===== src/sv/swog_pkg.sv =====
// ----------------------------------------------------------------------------
// swog_pkg
// shared widths, register indexes and structs of the scanline wave offset
// generator
// ----------------------------------------------------------------------------
package swog_pkg;

	localparam int ANGLE_W    = 12;
	localparam int ANGLE_BITS = 12;
	localparam int AMP_W      = 9;
	localparam int TIMER_W    = 11;
	localparam int SINE_W     = 13;
	localparam int ROM_DEPTH  = 1025;
	localparam int ROM_AW     = 11;
	localparam int LINE_W     = 8;
	localparam int BASE_W     = 10;
	localparam int XOFF_W     = 11;
	localparam int CIDX_W     = 3;
	localparam int CDATA_W    = 12;

	// angle bits below the resolution are dropped before the table lookup
	localparam logic [ANGLE_W-1:0] ANGLE_MASK =
		~ANGLE_W'((32'd1 << (ANGLE_W - ANGLE_BITS)) - 32'd1);

	localparam logic [ANGLE_W-1:0] ANG_QUARTER = 12'd1024;
	localparam logic [ANGLE_W-1:0] ANG_HALF    = 12'd2048;
	localparam logic [ANGLE_W-1:0] ANG_3QUART  = 12'd3072;
	localparam logic [ANGLE_W:0]   ANG_TURN    = 13'h1000;

	// configuration register indexes
	localparam logic [CIDX_W-1:0] REG_BASE_OFFSET = 3'd0;
	localparam logic [CIDX_W-1:0] REG_LINE_STEP   = 3'd1;
	localparam logic [CIDX_W-1:0] REG_FRAME_STEP  = 3'd2;
	localparam logic [CIDX_W-1:0] REG_HOLD_FRAMES = 3'd3;
	localparam logic [CIDX_W-1:0] REG_RAMP_INTVL  = 3'd4;
	localparam logic [CIDX_W-1:0] REG_PEAK_AMP    = 3'd5;

	typedef struct packed {
		logic [BASE_W-1:0]  base_offset;
		logic [ANGLE_W-1:0] line_phase_step;
		logic [ANGLE_W-1:0] frame_phase_step;
		logic [9:0]         hold_frames;
		logic [3:0]         ramp_interval;
		logic [7:0]         peak_amplitude;
	} cfg_t;

	typedef struct packed {
		logic [AMP_W-1:0]   amplitude;
		logic [ANGLE_W-1:0] wave_phase;
	} env_t;

endpackage


===== src/sv/swog_env.sv =====
// ----------------------------------------------------------------------------
// swog_env
// per-frame wave phase and amplitude envelope (hold, rise, fall)
// ----------------------------------------------------------------------------
module swog_env (
	input  logic           clk,
	input  logic           arst_n,
	input  logic           frame_step,
	input  swog_pkg::cfg_t cfg,
	output swog_pkg::env_t env
);
	import swog_pkg::*;

	localparam logic [1:0] MODE_HOLD = 2'd0;
	localparam logic [1:0] MODE_RISE = 2'd1;
	localparam logic [1:0] MODE_FALL = 2'd2;

	logic [1:0]         mode_q, mode_d;
	logic [AMP_W-1:0]   amp_q, amp_d, amp_inc;
	logic [ANGLE_W-1:0] phase_q, phase_d;
	logic [TIMER_W-1:0] timer_q, timer_d, timer_inc;

	assign timer_inc = timer_q + TIMER_W'(1);
	assign amp_inc   = amp_q + AMP_W'(1);

	always_comb begin
		mode_d  = mode_q;
		amp_d   = amp_q;
		phase_d = phase_q + cfg.frame_phase_step;
		timer_d = timer_inc;
		case (mode_q)
			MODE_RISE: begin
				if (timer_inc > TIMER_W'(cfg.ramp_interval)) begin
					timer_d = '0;
					amp_d   = amp_inc;
					if (amp_inc > AMP_W'(cfg.peak_amplitude)) begin
						mode_d = MODE_FALL;
					end
				end
			end
			MODE_FALL: begin
				if (timer_inc > TIMER_W'(cfg.ramp_interval)) begin
					timer_d = '0;
					if (amp_q == '0) begin
						phase_d = '0;
						mode_d  = MODE_HOLD;
					end else begin
						amp_d = amp_q - AMP_W'(1);
					end
				end
			end
			default: begin
				// hold, and the unused code behaves the same
				if (timer_inc > TIMER_W'(cfg.hold_frames)) begin
					timer_d = '0;
					mode_d  = MODE_RISE;
				end
			end
		endcase
	end

	always_ff @(posedge clk or negedge arst_n) begin
		if (!arst_n) begin
			mode_q  <= MODE_HOLD;
			amp_q   <= '0;
			phase_q <= '0;
			timer_q <= '0;
		end else if (frame_step) begin
			mode_q  <= mode_d;
			amp_q   <= amp_d;
			phase_q <= phase_d;
			timer_q <= timer_d;
		end
	end

	assign env.amplitude  = amp_q;
	assign env.wave_phase = phase_q;

`ifndef SYNTHESIS
	a_hold_is_silent: assert property (@(posedge clk) disable iff (!arst_n)
		mode_q == MODE_HOLD |-> amp_q == '0)
		else $error("amplitude nonzero while holding");

	a_amp_bounded: assert property (@(posedge clk) disable iff (!arst_n)
		amp_q[AMP_W-1] == 1'b0)
		else $error("amplitude beyond peak range");
`endif

endmodule


===== config.mk =====
export PLATFORM = sky130hd
export DESIGN_NAME = swog_env
export DESIGN_NICKNAME = d
export VERILOG_FILES = /design/src/sv/swog_pkg.sv /design/src/sv/swog_env.sv
export SDC_FILE = /design/constraint.sdc
export NUM_CORES = 1
export LEC_CHECK = 0
export ABC_CLOCK_PERIOD_IN_PS = 6000
export BUFFER_PORTS_ARGS = -buffer_cell sky130_fd_sc_hd__buf_2
export CAP_MARGIN = 0
export CORE_MARGIN = 1
export CORE_UTILIZATION = 55
export DETAILED_ROUTE_END_ITERATION = 10
export GPL_ROUTABILITY_DRIVEN = 0
export PLACE_DENSITY_LB_ADDON = 0.1
export REMOVE_ABC_BUFFERS = 1
export SLEW_MARGIN = 5
export SYNTH_ARGS = -nofsm -noshare
export SYNTH_HDL_FRONTEND = slang
export SYNTH_SLANG_ARGS = --single-unit

===== constraint.sdc =====
create_clock -name clk -period 6 [get_ports clk]
set_input_delay 0.6 -clock clk [delete_from_list [all_inputs] [get_ports clk]]
set_output_delay 0.6 -clock clk [all_outputs]
set_load 0.01 [all_outputs]

==> results of run 1 <==
critical path: stages, from the launching register on:
cell and delay [ns]:
dfrtp_1 0.49, nand3_1 0.20, nor2_1 0.21, nand3_1 0.12
xnor2_1 0.25, ha_1 0.29, nand4_1 0.11, o21ai_0 0.08
a2111oi_0 0.58, and4b_1 0.28, o21a_1 0.16, a311oi_1 0.22
nand3b_1 0.11
metrics by stage:
stage	hold slack [ns]	cells	worst slack (ns)	area [um^2]	utilization
2_1_floorplan	0.304	363	3.20	3180	-
3_3_place_gp	0.516	492	2.84	3550	0.634
3_5_place_dp	0.524	492	2.83	3550	0.634
4_1_cts	0.442	498	2.82	3640	0.648
5_1_grt	0.473	498	2.53	3640	0.648
6_report	0.414	498	2.78	3640	0.648
layer usage:
layer / vias to the layer above / GRT usage / wire length (um)
li1: 1466 / - / -
met1: 1335 / 0.343 / 3510
met2: 67 / 0.394 / 3210
met3: 8 / 0.0333 / 305
met4: 0 / 0.0818 / 80
met5: - / 0 / 0
placed cells by master, fill, tap and decap left out, drive strengths merged, types with 2 or more instances in the layout:
master   synthesis  layout
a2111oi          2       2
a211oi           6       6
a21o             3       3
a21oi           19      19
a2bb2oi          3       3
a31oi            5       5
a41oi            2       2
and2             2       2
and3             3       3
and4             3       3
buf             11      57
clkbuf           5       6
dfrtp           34      34
ha              35      35
inv             44      44
maj3             2       2
mux2i            2       2
nand2           17      17
nand2b           2       2
nand3           14      14
nand4            7       7
nor2            28      28
nor2b            2       2
nor3            11      11
nor4             4       4
o2111ai          2       2
o21a             8       8
o21ai           11      11
o21bai           2       2
o221ai           2       2
o22ai           17      17
o2bb2ai          3       3
o311ai           2       2
o31ai            5       5
or2              4       4
or3              4       4
xnor2           16      16
xor2            21      21
flip-flops by register name, summed over array words and instances (netlist names):
register and cells:
mode_q 2, timer_q 11, amp_q 9, phase_q 12
final timing paths:
kind                                           start                    end  slack, ns  cells after the start
worst min-delay path                          arst_n  mode_q[1]$_DFFE_PN0P_       0.41                      1
worst min register to register  amp_q[8]$_DFFE_PN0P_   amp_q[8]$_DFFE_PN0P_       0.53                      1
min in group clk                amp_q[8]$_DFFE_PN0P_   amp_q[8]$_DFFE_PN0P_       0.53                      1
worst max-delay path            amp_q[2]$_DFFE_PN0P_  mode_q[0]$_DFFE_PN0P_       2.78                     12
max in group asynchronous                     arst_n   amp_q[4]$_DFFE_PN0P_       5.05                      1
worst max register to register  amp_q[2]$_DFFE_PN0P_  mode_q[0]$_DFFE_PN0P_       2.78                     12
logic make-up after synthesis:
family | share of synthesized area
mux | 0.00612
flops | 0.260
fa+ha+maj | 0.146
xor+xnor | 0.101
simple gates | 0.180
buf+inv | 0.0788
compound gates | 0.227
power by group through the flow:
stage | Clock [mW] | Combinational (mW) | Sequential, mW
floorplan | 0 | 0.739 | 0.451
global placement | 0 | 0.990 | 0.439
detailed placement | 0 | 1.02 | 0.441
CTS | 0.175 | 1.02 | 0.438
global route | 0.184 | 1.16 | 0.454
finish | 0.169 | 1.02 | 0.440
layout make-up:
type / instances / area share
well taps: 72 / 0.0248
inverters: 44 / 0.0454
repair buffers: 57 / 0.0785
multi-input cells: 285 / 0.595
flip-flops and latches: 34 / 0.234
clock buffers: 6 / 0.0227
==> impl_metrics.csv, run 1 <==
group,metric,value,unit
detailed_routing,drt_iter0_markers,229,
critical_path,worst-path-max-fanout,9,
clock_network,root_buffer,"clkbuf_8",
power,p_switching,0.759,mW
critical_path,startpoint_type,"flop",
synthesis,syn-cell-area,3270,um^2
layout,multiInputGateArea,2160,um^2
sta,rsz0062_at_grt,"no",
sta,max_freq,0.310,GHz
layout,n_antenna_cell,0,
die,die_h,79.1,um
sta,worst_pin_slew,0.913,ns
clock_network,cts_max_path_buffers,2,
detailed_routing,num_vias,2876,
synthesis,synth.top_cell.area_share,0.260,
layout,drive_above_1_share,0.197,
synthesis,synth.most_common_cell,"inv_1",
power,p_leak,1.71,nW
synthesis,synth.top_cells.by_count,"44 x inv_1, 35 x ha_1, 34 x dfrtp_1",
critical_path,crit_required,6.16,ns
synthesis,ys.flop_type,"dfrtp_1",
sta,skew,0.00550,ns
clock_network,clk_pin_slew,0.07,ns
synthesis,synth_area_leaders,"dfrtp_1 26%, ha_1 13%, xor2_1 5.6%",
critical_path,crit_path_end_kind,"flop",
detailed_routing,wl_per_cell,14.3,um
detailed_routing,via_per_inst,5.78,
synthesis,syn_area_per_cell,8.63,um^2
detailed_routing,drc,0,
grt,grt_max_degree,35,
die,die_area,6260,um^2
layout,final_nets,522,
power,internal-power,0.870,mW
grt,grt_pass1_vias,2728,
sta,setup_violations,0,
critical_path,arrival,3.38,ns
die,row_count,27,
clock_network,cts.sinks,34,
layout,area_growth,11.2,%
grt,grt_use_total,0.247,
die,initial_core_util,0.583,
sta,period_share,0.537,
clock_network,hold_buffers,0,
power,power.density,448,nW/um^2
sta,finalHoldViolCount,0,
synthesis,syn_inst,379,
clock_network,cts_setup_buffers,0,
sta,slew_headroom,0.391,
power,power,1.63,mW
clock_network,cts_tree,"built",
clock_network,htreeDepth,2,
grt,grt_pass1_wl,12.3,mm
synthesis,ys.warnings.count,0,
critical_path,criticalPathCategory,"flop to flop",
synthesis,synth_edf_count,0,
clock_network,post_cts_resized,0,
synthesis,yosysUniqueCellTypes,71,
placed_design,port_buffers,57,
power,ir_drop,0.277,mV
flow_run,drv_cap,0,
detailed_routing,wl,7.11,mm
synthesis,async_flop_share,1.00,
synthesis,yosys.area.top_type,"dfrtp_1",
power,power.share.clock,0.104,
grt,gr-total-overflow,0,
synthesis,ys_ff_latch,34,
die,core_area,5610,um^2
status,status,"finished clean",
clock_network,numCtsBuffers,5,
power,p_comb_frac,0.626,
die,io_pins,80,
sta,finalSetupTns,0,ns
power,pwr-share-seq,0.270,
detailed_routing,dr.pass1.iters,4,
grt,antenna_found_initial,0,
layout,seq_area,851,um^2
placed_design,dpl.hpwl,5.40,mm
synthesis,seq_area_frac_synth,0.260,
sta,slew_viol_final,0,
detailed_routing,drtAntennaViolNets,0,
min_path,hp-class,"input port to asynchronous set/reset pin",
sta,period_minus_slack,3.22,ns
power,switching_share,0.466,
layout,fillers,513,
clock_network,clock_latency,0.28,ns
die,die_x,79.1,um
Power figures use the tool's default switching activity.
==> run 2: changes to the inputs <==
Settings changed: ABC_CLOCK_PERIOD_IN_PS 6000 to 3300.
Clock period 6 ns to 3.3 ns, I/O delays scaled along.
==> impl_metrics.csv, run 2 (same netlist as run 1, synthesis figures left out) <==
group,metric,value,unit
clock_network,clk_pin_slew,0.07,ns
detailed_routing,dr.pass1.iters,4,
grt,grt_use_total,0.243,
layout,reg_top3,"phase_q: 12 flops, timer_q: 11 flops, amp_q: 9 flops",
power,power,3.06,mW
grt,grt_pass1_vias,2701,
layout,fin_cells,507,
layout,multiInputGateArea,2160,um^2
layout,largest_reg_flops,12,
sta,period_minus_slack,3.06,ns
clock_network,htreeDepth,2,
power,power.density,823,nW/um^2
sta,rsz0062_at_grt,"no",
placed_design,port_buffers,57,
layout,layout_common_cells,"57 x buf_2, 44 x inv_1, 35 x ha_1",
clock_network,hold_buffers,0,
grt,gr-total-overflow,0,
clock_network,cts.sinks,34,
status,status,"finished clean",
detailed_routing,drt_iter0_markers,149,
critical_path,path_buf_inv,0,
layout,n_antenna_cell,0,
clock_network,clock_latency,0.29,ns
sta,slew_headroom,0.462,
layout,fillers,520,
die,io_pins,80,
placed_design,dpl.hpwl,5.34,mm
sta,slew_viol_final,0,
detailed_routing,num_vias,2883,
critical_path,criticalPathCategory,"flop to flop",
layout,seq_area,851,um^2
die,die_h,79.1,um
critical_path,crit_path_end_kind,"flop",
critical_path,worst-path-max-fanout,6,
power,p_leak,1.76,nW
critical_path,cp.depth,10,
critical_path,crit_chain,"and4_2, a41oi_1, or2_2, ha_1, o21a_1, maj3_1, o22ai_1, o2bb2ai_2, o21ai_0, a221oi_1",
min_path,hp-class,"input port to asynchronous set/reset pin",
clock_network,root_buffer,"clkbuf_8",
critical_path,reg2reg_depth,10,
layout,area_growth,13.7,%
die,core_area,5610,um^2
die,die_x,79.1,um
grt,grt_pass1_wl,12.0,mm
sta,skew,0.00614,ns
die,die_area,6260,um^2
sta,max_freq,0.327,GHz
die,row_count,27,
critical_path,cpLargestDelayFamily,"compound AO/OA/AOI/OAI gates",
critical_path,crit_required,3.49,ns
layout,top_register,"phase_q",
clock_network,numCtsBuffers,5,
die,initial_core_util,0.583,
sta,holdWs,0.128,ns
sta,worst_pin_slew,0.807,ns
flow_run,drv_cap,0,
layout,final_nets,529,
detailed_routing,drc,0,
grt,grt_max_degree,35,
clock_network,cts_max_path_buffers,2,
clock_network,cts_tree,"built",
sta,finalSetupTns,0,ns
detailed_routing,wl,7.08,mm
detailed_routing,via_per_inst,5.69,
critical_path,max_stage_delay,0.46,ns
sta,period_share,0.928,
placed_design,placedCellCount,499,
layout,final_common_cell,"buf_2",
critical_path,slowest_stage,"dfrtp_1",
sta,finalHoldViolCount,0,
critical_path,startpoint_type,"flop",
sta,setup_violations,0,
grt,antenna_found_initial,0,
detailed_routing,wl_per_cell,14.0,um
power,ir_drop,0.516,mV
layout,drive_above_1_share,0.216,
critical_path,arrival,3.25,ns
detailed_routing,drtAntennaViolNets,0,
## run 2: changes by cell type in the layout (fill, tap and decap cells not counted), sizes merged
cell | previous run | this run
clkbuf | 6 | 8
buf | 57 | 64
## run 2: per-stage QoR
step	utilization	worst slack, ns	area (um^2)
after CTS	0.663	0.213	3720
after detailed placement	0.643	0.234	3610
final	0.663	0.239	3720
after global placement	0.643	0.248	3610
after floorplan	-	0.503	3180
after global routing	0.663	0.00214	3720
## run 2: cell type report
type | instances | area share
clock buffer | 8 | 0.0296
inverter | 44 | 0.0444
multi-input combinational | 285 | 0.582
sequential | 34 | 0.229
tap | 72 | 0.0242
timing repair buffer | 64 | 0.0909
## run 2: metal layers
layer / track usage / wire length (um)
met3: 0.0299 / 235
met4: 0.0727 / 73
met5: 0 / 0
met2: 0.391 / 3250
met1: 0.339 / 3520
## run 2: power breakdown
group | internal (mW) | switching (mW) | total (mW)
clock network | 0.211 | 0.155 | 0.366
registers | 0.582 | 0.191 | 0.773
logic | 0.869 | 1.05 | 1.92
## run 2: repair_timing
item / in CTS / in global routing
setup buffers: 0 / 0
gates resized for setup: 0 / 1
endpoints found under the setup margin: 0 / 1
## run 2: path summary, 6_finish.rpt
check	from	end	slack [ns]
setup / recovery	timer_q[7]$_DFFE_PN0P_	mode_q[1]$_DFFE_PN0P_	0.24
hold / removal	arst_n	mode_q[0]$_DFFE_PN0P_	0.13
setup reg to reg	timer_q[7]$_DFFE_PN0P_	mode_q[1]$_DFFE_PN0P_	0.24
hold reg to reg	amp_q[8]$_DFFE_PN0P_	amp_q[8]$_DFFE_PN0P_	0.53
max in group asynchronous	arst_n	amp_q[0]$_DFFE_PN0P_	2.66
min in group clk	cfg[33]	phase_q[11]$_DFFE_PN0P_	0.41
==> run 3: changes to the inputs <==
Settings changed: ABC_AREA set to 1, CORE_UTILIZATION 55 to 54.
==> impl_metrics.csv, run 3 <==
group,metric,value,unit
die,io_pins,80,
synthesis,syn_inst,426,
layout,postLayoutCellArea,3630,um^2
synthesis,yosys.area.top_type,"dfrtp_1",
critical_path,crit_chain,"ha_1, xor2_1, ha_1, nand2_1, o21ai_0, nand2_1, nand3_2, nor2_4, nand2_4, o21ai_4, nand2_4, a21oi_2",
critical_path,criticalPathCategory,"flop to flop",
sta,slew_headroom,0.476,
clock_network,cts_setup_buffers,0,
layout,drive_above_1_share,0.232,
layout,reg_top3,"phase_q: 12 flops, timer_q: 11 flops, amp_q: 9 flops",
synthesis,synth.top_cells.by_count,"98 x nand2_1, 62 x inv_1, 35 x ha_1, 35 x nand3_1, 34 x dfrtp_1",
clock_network,hold_buffers,0,
critical_path,max_stage_delay,0.47,ns
critical_path,path_buf_inv,0,
synthesis,syn_area_per_cell,7.45,um^2
clock_network,cts_tree,"built",
detailed_routing,wl,6.48,mm
layout,final_common_cell,"nand2_1",
clock_network,post_cts_resized,0,
critical_path,crit_path_end_kind,"flop",
sta,period_share,0.745,
synthesis,async_flop_share,1.00,
status,status,"finished clean",
sta,slew_viol_final,0,
clock_network,clock_latency,0.29,ns
power,pwr-share-seq,0.243,
min_path,hp-class,"input port to asynchronous set/reset pin",
layout,layout_common_cells,"98 x nand2_1, 62 x inv_1, 57 x buf_2",
sta,finalHoldViolCount,0,
grt,gr-total-overflow,0,
critical_path,worst-path-max-fanout,6,
synthesis,synth_area_leaders,"dfrtp_1 27%, ha_1 14%, nand2_1 12%",
synthesis,ys.flop_type,"dfrtp_1",
placed_design,port_buffers,57,
sta,skew,0.0108,ns
flow_run,drv_cap,0,
critical_path,crit_required,3.51,ns
clock_network,cts_max_path_buffers,2,
synthesis,synth_edf_count,0,
layout,largest_reg_flops,12,
placed_design,place_area,3530,um^2
detailed_routing,dr.pass1.iters,4,
grt,grt_use_total,0.231,
critical_path,rrSetupSlack,0.84,ns
power,p_switching,1.60,mW
detailed_routing,wl_per_cell,11.6,um
clock_network,root_buffer,"clkbuf_8",
die,die_h,78.7,um
critical_path,rr_startpoint,"timer_q[0]$_DFFE_PN0P_",
power,p_comb_frac,0.641,
die,row_count,27,
synthesis,ys_ff_latch,34,
die,die_x,78.7,um
synthesis,ys.warnings.count,0,
power,power.share.clock,0.116,
layout,final_nets,581,
die,initial_core_util,0.569,
layout,n_antenna_cell,0,
layout,fillers,522,
synthesis,yosysUniqueCellTypes,38,
power,power.density,894,nW/um^2
sta,max_freq,0.407,GHz
power,power,3.25,mW
grt,grt_pass1_vias,2722,
detailed_routing,drtAntennaViolNets,0,
critical_path,startpoint_type,"flop",
power,p_leak,1.98,nW
grt,antenna_found_initial,0,
critical_path,slowest_stage,"dfrtp_1",
synthesis,syn-cell-area,3170,um^2
detailed_routing,num_vias,2848,
power,ir_drop,0.486,mV
clock_network,clk_pin_slew,0.07,ns
detailed_routing,drc,0,
detailed_routing,drt_iter0_markers,82,
grt,grt_pass1_wl,11.4,mm
synthesis,seq_area_frac_synth,0.268,
sta,period_minus_slack,2.46,ns
die,die_area,6190,um^2
clock_network,numCtsBuffers,5,
critical_path,arrival,2.67,ns
power,internal-power,1.65,mW
detailed_routing,via_per_inst,5.09,
grt,grt_max_degree,35,
placed_design,dpl.hpwl,5.19,mm
critical_path,cpLargestDelayFamily,"simple AND/OR/NAND/NOR gates",
critical_path,crit_path_start,"timer_q[0]$_DFFE_PN0P_",
critical_path,reg2reg_depth,12,
sta,worst_pin_slew,0.785,ns
clock_network,cts.sinks,34,
critical_path,cp.depth,12,
critical_path,worstReg2RegEnd,"timer_q[0]$_DFFE_PN0P_",
clock_network,htreeDepth,2,
sta,rsz0062_at_grt,"no",
layout,top_register,"phase_q",
synthesis,synth.most_common_cell,"nand2_1",
sta,finalSetupTns,0,ns
power,switching_share,0.491,
die,core_area,5570,um^2
layout,area_growth,14.5,%
sta,setup_violations,0,
synthesis,synth.top_cell.area_share,0.268,
==> run 3: cell count changes after synthesis, moves of 6 or more <==
cell	delta
o21ai_2	+12
xnor2_1	-9
o22ai_1	-16
a211oi_1	-6
o21a_1	-8
nor3_1	-9
nand3_1	+22
nand2_2	+8
o21ai_1	+8
inv_1	+18
nand2_1	+82
==> run 3: cell families after synthesis <==
logic type               synth area share
AND/OR/NAND/NOR                     0.294
buffers and inverters              0.0883
AO/OA/AOI/OAI                       0.145
adder cells (fa/ha/maj)             0.144
flip-flops                          0.268
XOR/XNOR                           0.0607
==> run 3: per-layer routing <==
metal,vias up,global-route usage,part of all wire
li1,1506,-,-
met1,1285,0.281,0.46
met2,55,0.425,0.49
met3,2,0.0360,0.045
met4,0,0.0444,0.0048
met5,-,0,0
==> run 3: final cells by class <==
cell class / instances / area, um^2 / area share
multi-input cells: 320 / 2040 / 0.562
repair buffers: 57 / 285 / 0.0785
well taps: 72 / 90.1 / 0.0248
flip-flops and latches: 34 / 851 / 0.234
clock buffers: 7 / 76.3 / 0.0210
inverters: 68 / 258 / 0.0709
clock inverters: 1 / 30.0 / 0.00826
==> run 3: through the flow <==
step / utilization / hold WS (ns) / setup slack, ns / cells
floorplan: - / 0.0344 / 1.13 / 422
global placement: 0.633 / 0.462 / 0.873 / 551
detailed placement: 0.633 / 0.470 / 0.847 / 551
CTS: 0.652 / 0.152 / 0.835 / 559
global route: 0.652 / 0.193 / 0.586 / 559
finish: 0.652 / 0.116 / 0.840 / 559
==> run 3: worst max-delay path by stage <==
| stage | endpoint | slack, ns |
|---|---|---|
| 2_1_floorplan | amp_q[7]$_DFFE_PN0P_ | 1.13 |
| 3_3_place_gp | timer_q[0]$_DFFE_PN0P_ | 0.87 |
| 3_5_place_dp | amp_q[7]$_DFFE_PN0P_ | 0.85 |
| 4_1_cts | timer_q[0]$_DFFE_PN0P_ | 0.84 |
| 5_1_grt | mode_q[1]$_DFFE_PN0P_ | 0.59 |
| 6_report | timer_q[0]$_DFFE_PN0P_ | 0.84 |
==> run 3: power by group through the flow <==
stage / sequential (mW) / combinational (mW) / clock (mW)
after global routing: 0.823 / 2.37 / 0.404
final: 0.791 / 2.08 / 0.376
after detailed placement: 0.797 / 2.09 / 0
after floorplan: 0.829 / 1.57 / 0
after global placement: 0.791 / 2.05 / 0
after CTS: 0.792 / 2.10 / 0.386
==> run 3: worst reg2reg max path, stage by stage, from the launching register on <==
cell and delay [ns]:
dfrtp_1 0.47, ha_1 0.29, xor2_1 0.28, ha_1 0.30, nand2_1 0.06, o21ai_0 0.08
nand2_1 0.10, nand3_2 0.10, nor2_4 0.12, nand2_4 0.09, o21ai_4 0.25, nand2_4 0.13
a21oi_2 0.13
